[src/hdl/clm_pkg.sv]
`timescale 1ns / 1ps
// ----------------------------------------------------------------------------
// clm_pkg: shared types and constants of the comment and literal masker
// Holds the lexer modes, the character codes, the lexer state and the
// result record that the step logic passes to the top level.
// ----------------------------------------------------------------------------
package clm_pkg;

  localparam logic [7:0] CH_SLASH  = 8'h2F;
  localparam logic [7:0] CH_STAR   = 8'h2A;
  localparam logic [7:0] CH_DQUOTE = 8'h22;
  localparam logic [7:0] CH_SQUOTE = 8'h27;
  localparam logic [7:0] CH_BSLASH = 8'h5C;
  localparam logic [7:0] CH_NL     = 8'h0A;
  localparam logic [7:0] CH_SPACE  = 8'h20;

  // Depth of the result queue; it must hold the two results of one step
  // on top of the two that may already wait.
  localparam int unsigned QDepth = 4;
  localparam int unsigned QAw    = $clog2(QDepth);

  typedef enum logic [4:0] {
    MODE_CODE  = 5'b00001,
    MODE_LINE  = 5'b00010,
    MODE_BLOCK = 5'b00100,
    MODE_STR   = 5'b01000,
    MODE_CHR   = 5'b10000
  } mode_t;

  typedef struct packed {
    mode_t      mode;
    logic [7:0] held_byte;
    logic       held_valid;
    logic       esc_tail;
  } lex_state_t;

  typedef struct packed {
    logic [7:0] masked_byte;
    logic       prot;
    logic       last;
  } out_item_t;

  typedef struct packed {
    logic      valid_a;
    out_item_t item_a;
    logic      valid_b;
    out_item_t item_b;
  } lex_result_t;

  function automatic logic [7:0] mask_byte(input logic [7:0] b, input logic prot);
    return (prot && (b != CH_NL)) ? CH_SPACE : b;
  endfunction

endpackage

[src/hdl/clm_lexer.sv]
`timescale 1ns / 1ps
// ----------------------------------------------------------------------------
// clm_lexer: one step of the five-mode comment and literal lexer
// Takes one byte with its end mark and the current lexer state, and gives
// the next state and up to two result bytes (the held byte, then this byte).
// ----------------------------------------------------------------------------
module clm_lexer (
  input  logic                 [7:0] text_byte,
  input  logic                       end_of_text,
  input  clm_pkg::lex_state_t        state_cur,
  output clm_pkg::lex_state_t        state_nxt,
  output clm_pkg::lex_result_t       result
);

  clm_pkg::mode_t mode_w;
  logic           pair_done;
  logic           a_valid;
  logic           a_prot;
  logic           b_valid;
  logic           b_prot;
  logic           hold_c;
  logic           tail_w;
  logic           is_slash;
  logic           is_star;

  assign is_slash = (text_byte == clm_pkg::CH_SLASH);
  assign is_star  = (text_byte == clm_pkg::CH_STAR);

  always_comb begin
    mode_w    = state_cur.mode;
    pair_done = 1'b0;
    a_valid   = 1'b0;
    a_prot    = 1'b0;
    b_valid   = 1'b0;
    b_prot    = 1'b0;
    hold_c    = 1'b0;
    tail_w    = state_cur.esc_tail;

    // A held slash or star is resolved against the byte that follows it.
    if (state_cur.held_valid) begin
      a_valid = 1'b1;
      if (state_cur.mode == clm_pkg::MODE_CODE) begin
        if (is_slash || is_star) begin
          mode_w    = is_slash ? clm_pkg::MODE_LINE : clm_pkg::MODE_BLOCK;
          a_prot    = 1'b1;
          pair_done = 1'b1;
        end
      end else begin
        a_prot = 1'b1;
        if (is_slash) begin
          mode_w    = clm_pkg::MODE_CODE;
          pair_done = 1'b1;
        end
      end
    end

    if (pair_done) begin
      b_valid = 1'b1;
      b_prot  = 1'b1;
    end else if (tail_w) begin
      tail_w  = 1'b0;
      b_valid = 1'b1;
      b_prot  = 1'b1;
    end else begin
      case (mode_w)
        clm_pkg::MODE_CODE: begin
          if (is_slash) begin
            hold_c = 1'b1;
          end else if (text_byte == clm_pkg::CH_DQUOTE) begin
            mode_w  = clm_pkg::MODE_STR;
            b_valid = 1'b1;
            b_prot  = 1'b1;
          end else if (text_byte == clm_pkg::CH_SQUOTE) begin
            mode_w  = clm_pkg::MODE_CHR;
            b_valid = 1'b1;
            b_prot  = 1'b1;
          end else begin
            b_valid = 1'b1;
          end
        end
        clm_pkg::MODE_LINE: begin
          b_valid = 1'b1;
          if (text_byte == clm_pkg::CH_NL) begin
            mode_w = clm_pkg::MODE_CODE;
          end else begin
            b_prot = 1'b1;
          end
        end
        clm_pkg::MODE_BLOCK: begin
          if (is_star) begin
            hold_c = 1'b1;
          end else begin
            b_valid = 1'b1;
            b_prot  = 1'b1;
          end
        end
        clm_pkg::MODE_STR, clm_pkg::MODE_CHR: begin
          b_valid = 1'b1;
          b_prot  = 1'b1;
          if (text_byte == clm_pkg::CH_BSLASH) begin
            tail_w = 1'b1;
          end else if ((mode_w == clm_pkg::MODE_STR && text_byte == clm_pkg::CH_DQUOTE) ||
                       (mode_w == clm_pkg::MODE_CHR && text_byte == clm_pkg::CH_SQUOTE)) begin
            mode_w = clm_pkg::MODE_CODE;
          end
        end
        default: begin
          b_valid = 1'b1;
        end
      endcase
    end

    // At the end of the text a byte that was just held is flushed at once.
    if (end_of_text && hold_c) begin
      b_valid = 1'b1;
      b_prot  = (mode_w == clm_pkg::MODE_BLOCK);
    end

    if (end_of_text) begin
      state_nxt.mode       = clm_pkg::MODE_CODE;
      state_nxt.held_byte  = 8'h00;
      state_nxt.held_valid = 1'b0;
      state_nxt.esc_tail   = 1'b0;
    end else begin
      state_nxt.mode       = mode_w;
      state_nxt.held_byte  = hold_c ? text_byte : state_cur.held_byte;
      state_nxt.held_valid = hold_c;
      state_nxt.esc_tail   = tail_w;
    end

    result.valid_a            = a_valid;
    result.item_a.masked_byte = clm_pkg::mask_byte(state_cur.held_byte, a_prot);
    result.item_a.prot        = a_prot;
    result.item_a.last        = end_of_text && !b_valid;
    result.valid_b            = b_valid;
    result.item_b.masked_byte = clm_pkg::mask_byte(text_byte, b_prot);
    result.item_b.prot        = b_prot;
    result.item_b.last        = end_of_text;
  end

endmodule

[src/hdl/comment_and_literal_masker.sv]
`timescale 1ns / 1ps
// ----------------------------------------------------------------------------
// comment_and_literal_masker: masks comments and literals in C source text
// Lexes a byte stream and gives every byte back with a protected flag;
// protected bytes other than newline come back as spaces.
// ----------------------------------------------------------------------------
//  Channel | Ports            | Contents
//  --------+------------------+----------------------------------------------
//  input   | in_t*            | tdata: text_byte[7:0]; tlast: end_of_text
//  result  | out_t*           | tdata: masked_byte[7:0]; tuser: in_protected;
//          |                  | tlast: last_of_text
//
// An input beat is registered, then lexed combinationally; its zero to two
// result beats are written to a four-entry queue, which the result side
// drains one beat per cycle while out_tready is high. A beat passes the input
// register and then the queue. A new input beat is taken every cycle while
// the queue holds at most two beats, giving one byte per cycle sustained if
// the output keeps up; a two-result step fills two entries. Reset (rst_n low,
// synchronous) empties the queue and returns the lexer to code mode.
// ----------------------------------------------------------------------------
module comment_and_literal_masker (
  input  logic       clk,
  input  logic       rst_n,
  input  logic       in_tvalid,
  output logic       in_tready,
  input  logic [7:0] in_tdata,   // [7:0] text_byte
  input  logic       in_tlast,
  output logic       out_tvalid,
  input  logic       out_tready,
  output logic [7:0] out_tdata,  // [7:0] masked_byte
  output logic       out_tuser,  // [0] in_protected
  output logic       out_tlast
);

  logic                 in_v_r;
  logic [7:0]           in_byte_r;
  logic                 in_eot_r;
  clm_pkg::lex_state_t  state_r;
  clm_pkg::lex_state_t  state_nxt;
  clm_pkg::lex_result_t result;
  clm_pkg::out_item_t   q_data_r [clm_pkg::QDepth];
  logic [clm_pkg::QAw-1:0] wr_ptr_r;
  logic [clm_pkg::QAw-1:0] rd_ptr_r;
  logic [clm_pkg::QAw:0]   count_r;
  logic                 step;
  logic                 pop;
  logic [1:0]           push_n;
  clm_pkg::out_item_t   item_out;

  // Room for two results is checked before a step fires.
  assign step      = in_v_r && (count_r <= (clm_pkg::QAw+1)'(clm_pkg::QDepth - 2));
  assign in_tready = !in_v_r || step;
  assign pop       = out_tvalid && out_tready;
  assign push_n    = step ? ({1'b0, result.valid_a} + {1'b0, result.valid_b}) : 2'd0;

  clm_lexer u_lexer (
    .text_byte   (in_byte_r),
    .end_of_text (in_eot_r),
    .state_cur   (state_r),
    .state_nxt   (state_nxt),
    .result      (result)
  );

  always_ff @(posedge clk) begin
    if (!rst_n) begin
      in_v_r   <= 1'b0;
      state_r  <= '{mode: clm_pkg::MODE_CODE, held_byte: 8'h00, held_valid: 1'b0,
                    esc_tail: 1'b0};
      wr_ptr_r <= '0;
      rd_ptr_r <= '0;
      count_r  <= '0;
    end else begin
      if (in_tready) begin
        in_v_r <= in_tvalid;
      end
      if (step) begin
        state_r <= state_nxt;
      end
      wr_ptr_r <= wr_ptr_r + push_n[clm_pkg::QAw-1:0];
      if (pop) begin
        rd_ptr_r <= rd_ptr_r + 1'b1;
      end
      count_r <= count_r + {{(clm_pkg::QAw-1){1'b0}}, push_n}
                         - {{clm_pkg::QAw{1'b0}}, pop};
    end
  end

  always_ff @(posedge clk) begin
    if (in_tready && in_tvalid) begin
      in_byte_r <= in_tdata;
      in_eot_r  <= in_tlast;
    end
    if (step) begin
      if (result.valid_a) begin
        q_data_r[wr_ptr_r] <= result.item_a;
        if (result.valid_b) begin
          q_data_r[wr_ptr_r + 1'b1] <= result.item_b;
        end
      end else if (result.valid_b) begin
        q_data_r[wr_ptr_r] <= result.item_b;
      end
    end
  end

  assign item_out   = q_data_r[rd_ptr_r];
  assign out_tvalid = (count_r != '0);
  assign out_tdata  = item_out.masked_byte;
  assign out_tuser  = item_out.prot;
  assign out_tlast  = item_out.last;

endmodule
[config.mk]
export PLATFORM = sky130hd
export DESIGN_NAME = comment_and_literal_masker
export DESIGN_NICKNAME = d
export VERILOG_FILES = /design/src/hdl/clm_pkg.sv /design/src/hdl/clm_lexer.sv /design/src/hdl/comment_and_literal_masker.sv
export SDC_FILE = /design/constraint.sdc
export NUM_CORES = 1
export LEC_CHECK = 0
export CAP_MARGIN = 20
export CORE_MARGIN = 2
export CORE_UTILIZATION = 60
export DETAILED_ROUTE_END_ITERATION = 10
export DONT_BUFFER_PORTS = 1
export PLACE_DENSITY = 0.82
export SETUP_SLACK_MARGIN = 0.15
export SLEW_MARGIN = 20
export SYNTH_ARGS = -nofsm -noshare
export SYNTH_HDL_FRONTEND = slang
export SYNTH_SLANG_ARGS = --single-unit
export TNS_END_PERCENT = 10
[constraint.sdc]
create_clock -name clk -period 4.45 [get_ports clk]
set_input_delay 0.445 -clock clk [delete_from_list [all_inputs] [get_ports clk]]
set_output_delay 0.445 -clock clk [all_outputs]
set_load 0.02 [all_outputs]
Word-level counts from Yosys, hierarchy flattened --
Memory sizes are Yosys's and may differ from the RTL's. A register that Yosys moved wholly into a read port is not among the register bits. Cells that the tools add are included.
Operators by class: reductions and logical operators 19, multiplexer cells 61, magnitude comparators 1, equality and inequality tests 16, bitwise logic cells 1, $add $sub $neg 6
Operators with widths (number):
- $mux W5 | 12
- $mux W1 | 36
- $eq A8 B6 Y1 const B | 4
- $mux W8 | 3
- $ne A8 B4 Y1 const B | 2
- $mux W15 | 1
- $pmux W5 S3 | 1
- $eq A5 B1 Y1 const B | 2
- $eq A5 B3 Y1 const B | 2
- $mux W10 | 1
- $logic_and A1 B1 Y1 | 9
- $eq A8 B4 Y1 const B | 1
- $eq A8 B7 Y1 const B | 1
- $mux W2 | 3
- $eq A5 B2 Y1 const B | 1
- $eq A5 B4 Y1 const B | 1
- $eq A5 B5 Y1 const B | 1
- $add A2 B1 Y2 const B | 2
- $pmux W1 S2 | 2
- $pmux W1 S4 | 1
- $reduce_and A2 Y1 | 2
- $add A3 B2 Y3 | 1
- $le A3 B2 Y1 const B | 1
- $logic_or A1 B1 Y1 | 3
- 10 further kinds | 11
Storage, ports and cells: logic and storage cells 115, flip-flop bits (word level) 32, input port bits 13, memories kept 1, output and inout port bits 12, memory bits (writable) 40
Memories:
- q_data_r | words 4, bits a word 10, rd ports 1, clocked after Yosys merged registers in 1, write ports 2, RTL line comment_and_literal_masker.sv:41 | clm_pkg::out_item_t q_data_r [clm_pkg::QDepth];

Logic depth before layout (Yosys ltp) --
word-level depth 18, mapped depth 17, gate-level depth less buffers 15

By module --
A second synthesis with hierarchy kept.
Second synthesis, totals: cell total of the unflattened synthesis 397, area, all modules 4420.5 µm²
Modules (own cells, without submodules):
- comment_and_literal_masker | sequential area each 1971.9 µm², cells each 243, area each 3452.1 µm², times used 1
- clm_lexer | sequential area each 0.0 µm², cells each 154, area each 968.4 µm², times used 1

Worst setup path after synthesis --
OpenSTA, ideal clock, no wires.
kind register -> register, start register in_byte_r[4], end register count_r[2] (netlist bit), path slack 526 ps, arrival time 3809 ps, required time 4335 ps, cell stages (with the launch flop) 18, clock period less this slack 3924 ps, buffers on the path 2, setup time 115 ps, cell sequence edfxtp_1 -> buf_6 -> or3b_1 -> buf_2 -> o41ai_1 -> nand3_1 -> o22ai_1 -> nand2_1 -> or2_2 -> ha_1 -> nand2b_1 -> ha_1 -> inv_1 -> ha_1 -> fa_1 -> xnor2_1 -> xnor2_1 -> and2_1
On the way: cells in the longest elaborated chain, start to end 15, elaborated cells between the ends (all ways) 29, classes of those cells add/sub: 3; eq/ne: 4; mux: 20; reduce/logical: 2
RTL lines:
- start: declaration | RTL line comment_and_literal_masker.sv:36 | logic [7:0] in_byte_r;
- start signal: assignment | RTL line comment_and_literal_masker.sv:90 | in_byte_r <= in_tdata;
- $eq A8 B6 Y1, on equally long branches | RTL line clm_lexer.sv:26, clm_lexer.sv:27
- $mux W3 / $logic_or A1 B1 Y1 (equally long branches) | RTL line clm_lexer.sv:44, clm_lexer.sv:43
- $mux W5 | RTL line clm_lexer.sv:43 | if (is_slash || is_star) begin
- $mux W5 | RTL line clm_lexer.sv:42 | if (state_cur.mode == clm_pkg::MODE_CODE) begin
- $mux W5 | RTL line clm_lexer.sv:40 | if (state_cur.held_valid) begin
- $eq A5 B3 Y1 / $eq A5 B1 Y1 (equally long branches) | RTL line clm_lexer.sv:65 | case (mode_w)
- $pmux W1 S2 | RTL line clm_lexer.sv:65
- $mux W1 | RTL line clm_lexer.sv:60 | end else if (tail_w) begin
- $mux W1 | RTL line clm_lexer.sv:57 | if (pair_done) begin
- $logic_and A1 B1 Y1 | RTL line clm_lexer.sv:114 | if (end_of_text && hold_c) begin
- $mux W1 * | RTL line clm_lexer.sv:114
- $add A1 B1 Y2 * | RTL line comment_and_literal_masker.sv:54 | assign push_n = step ? ({1'b0, result.valid_a} + {1'b0, result.valid_b}) : 2'd0;
- $mux W2 * | RTL line comment_and_literal_masker.sv:54
- $add A3 B2 Y3 * | RTL line comment_and_literal_masker.sv:83 | count_r <= count_r + {{(clm_pkg::QAw-1){1'b0}}, push_n}
- $sub A3 B1 Y3 * | RTL line comment_and_literal_masker.sv:84 | - {{clm_pkg::QAw{1'b0}}, pop};
- end signal: assignment | RTL line comment_and_literal_masker.sv:83
- end: declaration | RTL line comment_and_literal_masker.sv:44 | logic [clm_pkg::QAw:0] count_r;
Every way passes the cells marked *; elsewhere a longest branch is shown, timed or not. A chain may end at the register's enable or synchronous reset.

Worst setup path in the final report --
start register in_byte_r[2], end register count_r[2] (netlist bit)
The elaborated chain is that of the path after synthesis.

==> metrics.csv <==
metric,value,unit
status,finished clean,
yosysSeqAreaShare,0.4686,
io-pin-count,25,
clock_latency,0.36,ns
synth_edf_count,49,
power.density,416.8,nW/um2
coreArea,6794,um2
leakage,1.603,nW
pwr-share-comb,0.271,
antenna_found_initial,0,
wl_per_cell,19.09,um
drv_cap,0,
fin_nets,446,
worstMarginPinSlew,1.002,ns
wl_met1,4155,um
avgSynthCellArea,9.854,um2
min_path_type,in2reg,
cts_tree,built,
p_seq_frac,0.460,
final_cells,527,
grt_pass1_wl,16370,um
dieWidth,87.75,um
gp_congestion,0.9691,
p_clk_frac,0.269,
antenna_cells,0,
synth_warnings,0,
cp.arrival,4.33,ns
dr_wl_met3,870,um
ant_nets,0,
wl_met2,4754,um
finClkSkew,0.007144,ns
vias_per_cell,6.448,
gr-total-overflow,0,
drt_pre_antenna_iters,6,
tns,0,ns
fp-row-count,30,
cp_max_fo,11,
synth_nets,447,
clk_pin_slew,0.08,ns
worstSetupStartpoint,in_byte_r[2]$_DFFE_PP_,
syn_area,4208,um2
final.min_clock_period,4.069,ns
highest_layer,met4,
vias,3398,
io_buffers,0,
wl,10060,um
hpwl,7167,um
crit_type,reg2reg,
placedCellCount,506,
setup_ws,0.3808,ns
grt_usage,0.2820,
hold_violations,0,
area_growth,7.285,%
htreeDepth,3,
layout.area.seq,1972,um2
synthCells,427,
worst_setup_path_end_kind,flip-flop,
endpoint,count_r[2]$_SDFF_PN0_,
die_area,7699,um2
initial_core_util,0.6193,
fin_crit_sh,0.9144,
switching_power,610.2,uW
fmax,0.2457,GHz
swShare,0.3243,
cts.sinks,74,
pre_cts_ws,0.2639,ns
synthArstFlopShare,0,
setup_viol,0,
drive_above_1_share,0.1206,
worst_setup_path_start_kind,flip-flop,
layout_common_cells,"nand2_1, edfxtp_1, nand3_1, dfxtp_1, nor2_1",
ir_drop,236.4,uV
initialDrtViolationCount,501,
die_y,87.75,um
final_common_cell,nand2_1,
clk_path_buf_depth,2,
r2r_cells,15,
drc,0,
drv_slew,0,
reg2reg_setup_slack,0.38,ns
reg2reg_from,in_byte_r[2]$_DFFE_PP_,
grt_max_degree,37,
yosys.cell_types.count,66,
critPathRequiredTime,4.71,ns
multiInputGateArea,2037,um2
ys_seq_elements,74,
p_int,1.271,mW
ys.flop_type,edfxtp_1,
grt_pass1_vias,3161,
rsz0062_at_grt,false,
clockRootBuffer,clkbuf_8,
fill_cells,507,
r2r_end,count_r[2]$_SDFF_PN0_,
relSlewSlack,0.3319,
numCtsBuffers,9,
-- flip-flops by register name, indices dropped and copies added (netlist names), named ones only --
register	flops
in_byte_r	8
state_r	15
in_v_r	1
q_data_r	40
in_eot_r	1
wr_ptr_r	2
count_r	3
rd_ptr_r	2
-- routing by layer --
metal | vias to the layer above | GRT usage
li1 | 1583 | -
met1 | 1571 | 0.3732
met2 | 215 | 0.4435
met3 | 29 | 0.06503
met4 | 0 | 0.1287
met5 | - | 0
-- stage by stage --
| step | hold WS (ns) | area [um2] | utilization | power [mW] |
|---|---|---|---|---|
| after CTS | 0.1692 | 4466 | 0.6573 | 1.875 |
| after global routing | 0.1646 | 4514 | 0.6645 | 1.973 |
| after detailed placement | 0.5265 | 4279 | 0.6298 | 1.377 |
| final | 0.1788 | 4514 | 0.6645 | 1.881 |
| after global placement | 0.5251 | 4279 | 0.6298 | 1.367 |
| after floorplan | 0.4697 | 4208 | - | 1.271 |
-- repair_timing --
action	CTS	global route
endpoints found under the setup margin	0	2
setup buffers	0	5
hold buffers	0	0
gates resized for setup	0	2
-- power by group through the flow --
stage          clock, mW  combinational (mW)  sequential [mW]
2_1_floorplan          0               0.434            0.836
4_1_cts            0.512               0.495            0.869
3_5_place_dp           0               0.493            0.884
3_3_place_gp           0               0.487            0.879
6_report           0.506               0.511            0.865
5_1_grt            0.538               0.559            0.876
-- final cells by class --
class / instances / share of cell area
inverters: 13 / 0.01081
repair buffers: 20 / 0.03326
clock inverters: 5 / 0.01220
multi-input cells: 308 / 0.4512
well taps: 96 / 0.02661
clock buffers: 11 / 0.02910
flip-flops and latches: 74 / 0.4368
-- kinds of logic (layout without fill, tap and decap cells) --
group,count (synthesis),after routing,share of synthesized area
fa+ha+maj,7,7,0.02260
mux,13,13,0.06066
simple gates,187,187,0.2308
buf+inv,45,49,0.04995
flops,74,74,0.4686
xor+xnor,7,7,0.01457
compound gates,94,94,0.1528
-- cell usage after synthesis, types with 6 or more instances --
cell	number	area [um2]
and2_1	16	100.1
dfxtp_1	25	500.5
o21ai_0	7	35.03
inv_1	13	48.80
nor3_1	8	40.04
clkbuf_1	20	75.07
nor2_1	21	78.83
ha_1	6	75.07
o21ai_1	17	85.08
nand2_1	52	195.2
nor3b_1	6	45.04
a21oi_1	15	75.07
nor2b_1	8	50.05
mux4_2	10	225.2
nand3_1	41	205.2
edfxtp_1	49	1471
o211ai_1	8	60.06
o22ai_1	8	50.05
-- worst min-delay path by stage --
stage	slack [ns]	endpoint	cells past startpoint	startpoint
after floorplan	0.47	state_r[9]$_SDFFE_PN0P_	1	state_r[9]$_SDFFE_PN0P_
after global placement	0.53	state_r[2]$_SDFFE_PN0P_	2	state_r[2]$_SDFFE_PN0P_
after detailed placement	0.53	state_r[9]$_SDFFE_PN0P_	1	state_r[9]$_SDFFE_PN0P_
after CTS	0.17	in_eot_r$_DFFE_PP_	0	in_tlast
after global routing	0.16	in_eot_r$_DFFE_PP_	0	in_tlast
final	0.18	in_eot_r$_DFFE_PP_	0	in_tlast
-- critical path: stages (launching register included) --
cell      delay [ns]
edfxtp_1        0.41
buf_4           0.20
and2_0          0.28
a41o_1          0.30
a21oi_1         0.53
nand2_1         0.13
or2_2           0.32
ha_1            0.30
nand2b_1        0.17
ha_1            0.30
inv_1           0.04
ha_1            0.18
fa_1            0.38
xnor2_1         0.21
xnor2_1         0.08
and2_1          0.15
No activity file was read; power rests on OpenSTA's default activity.
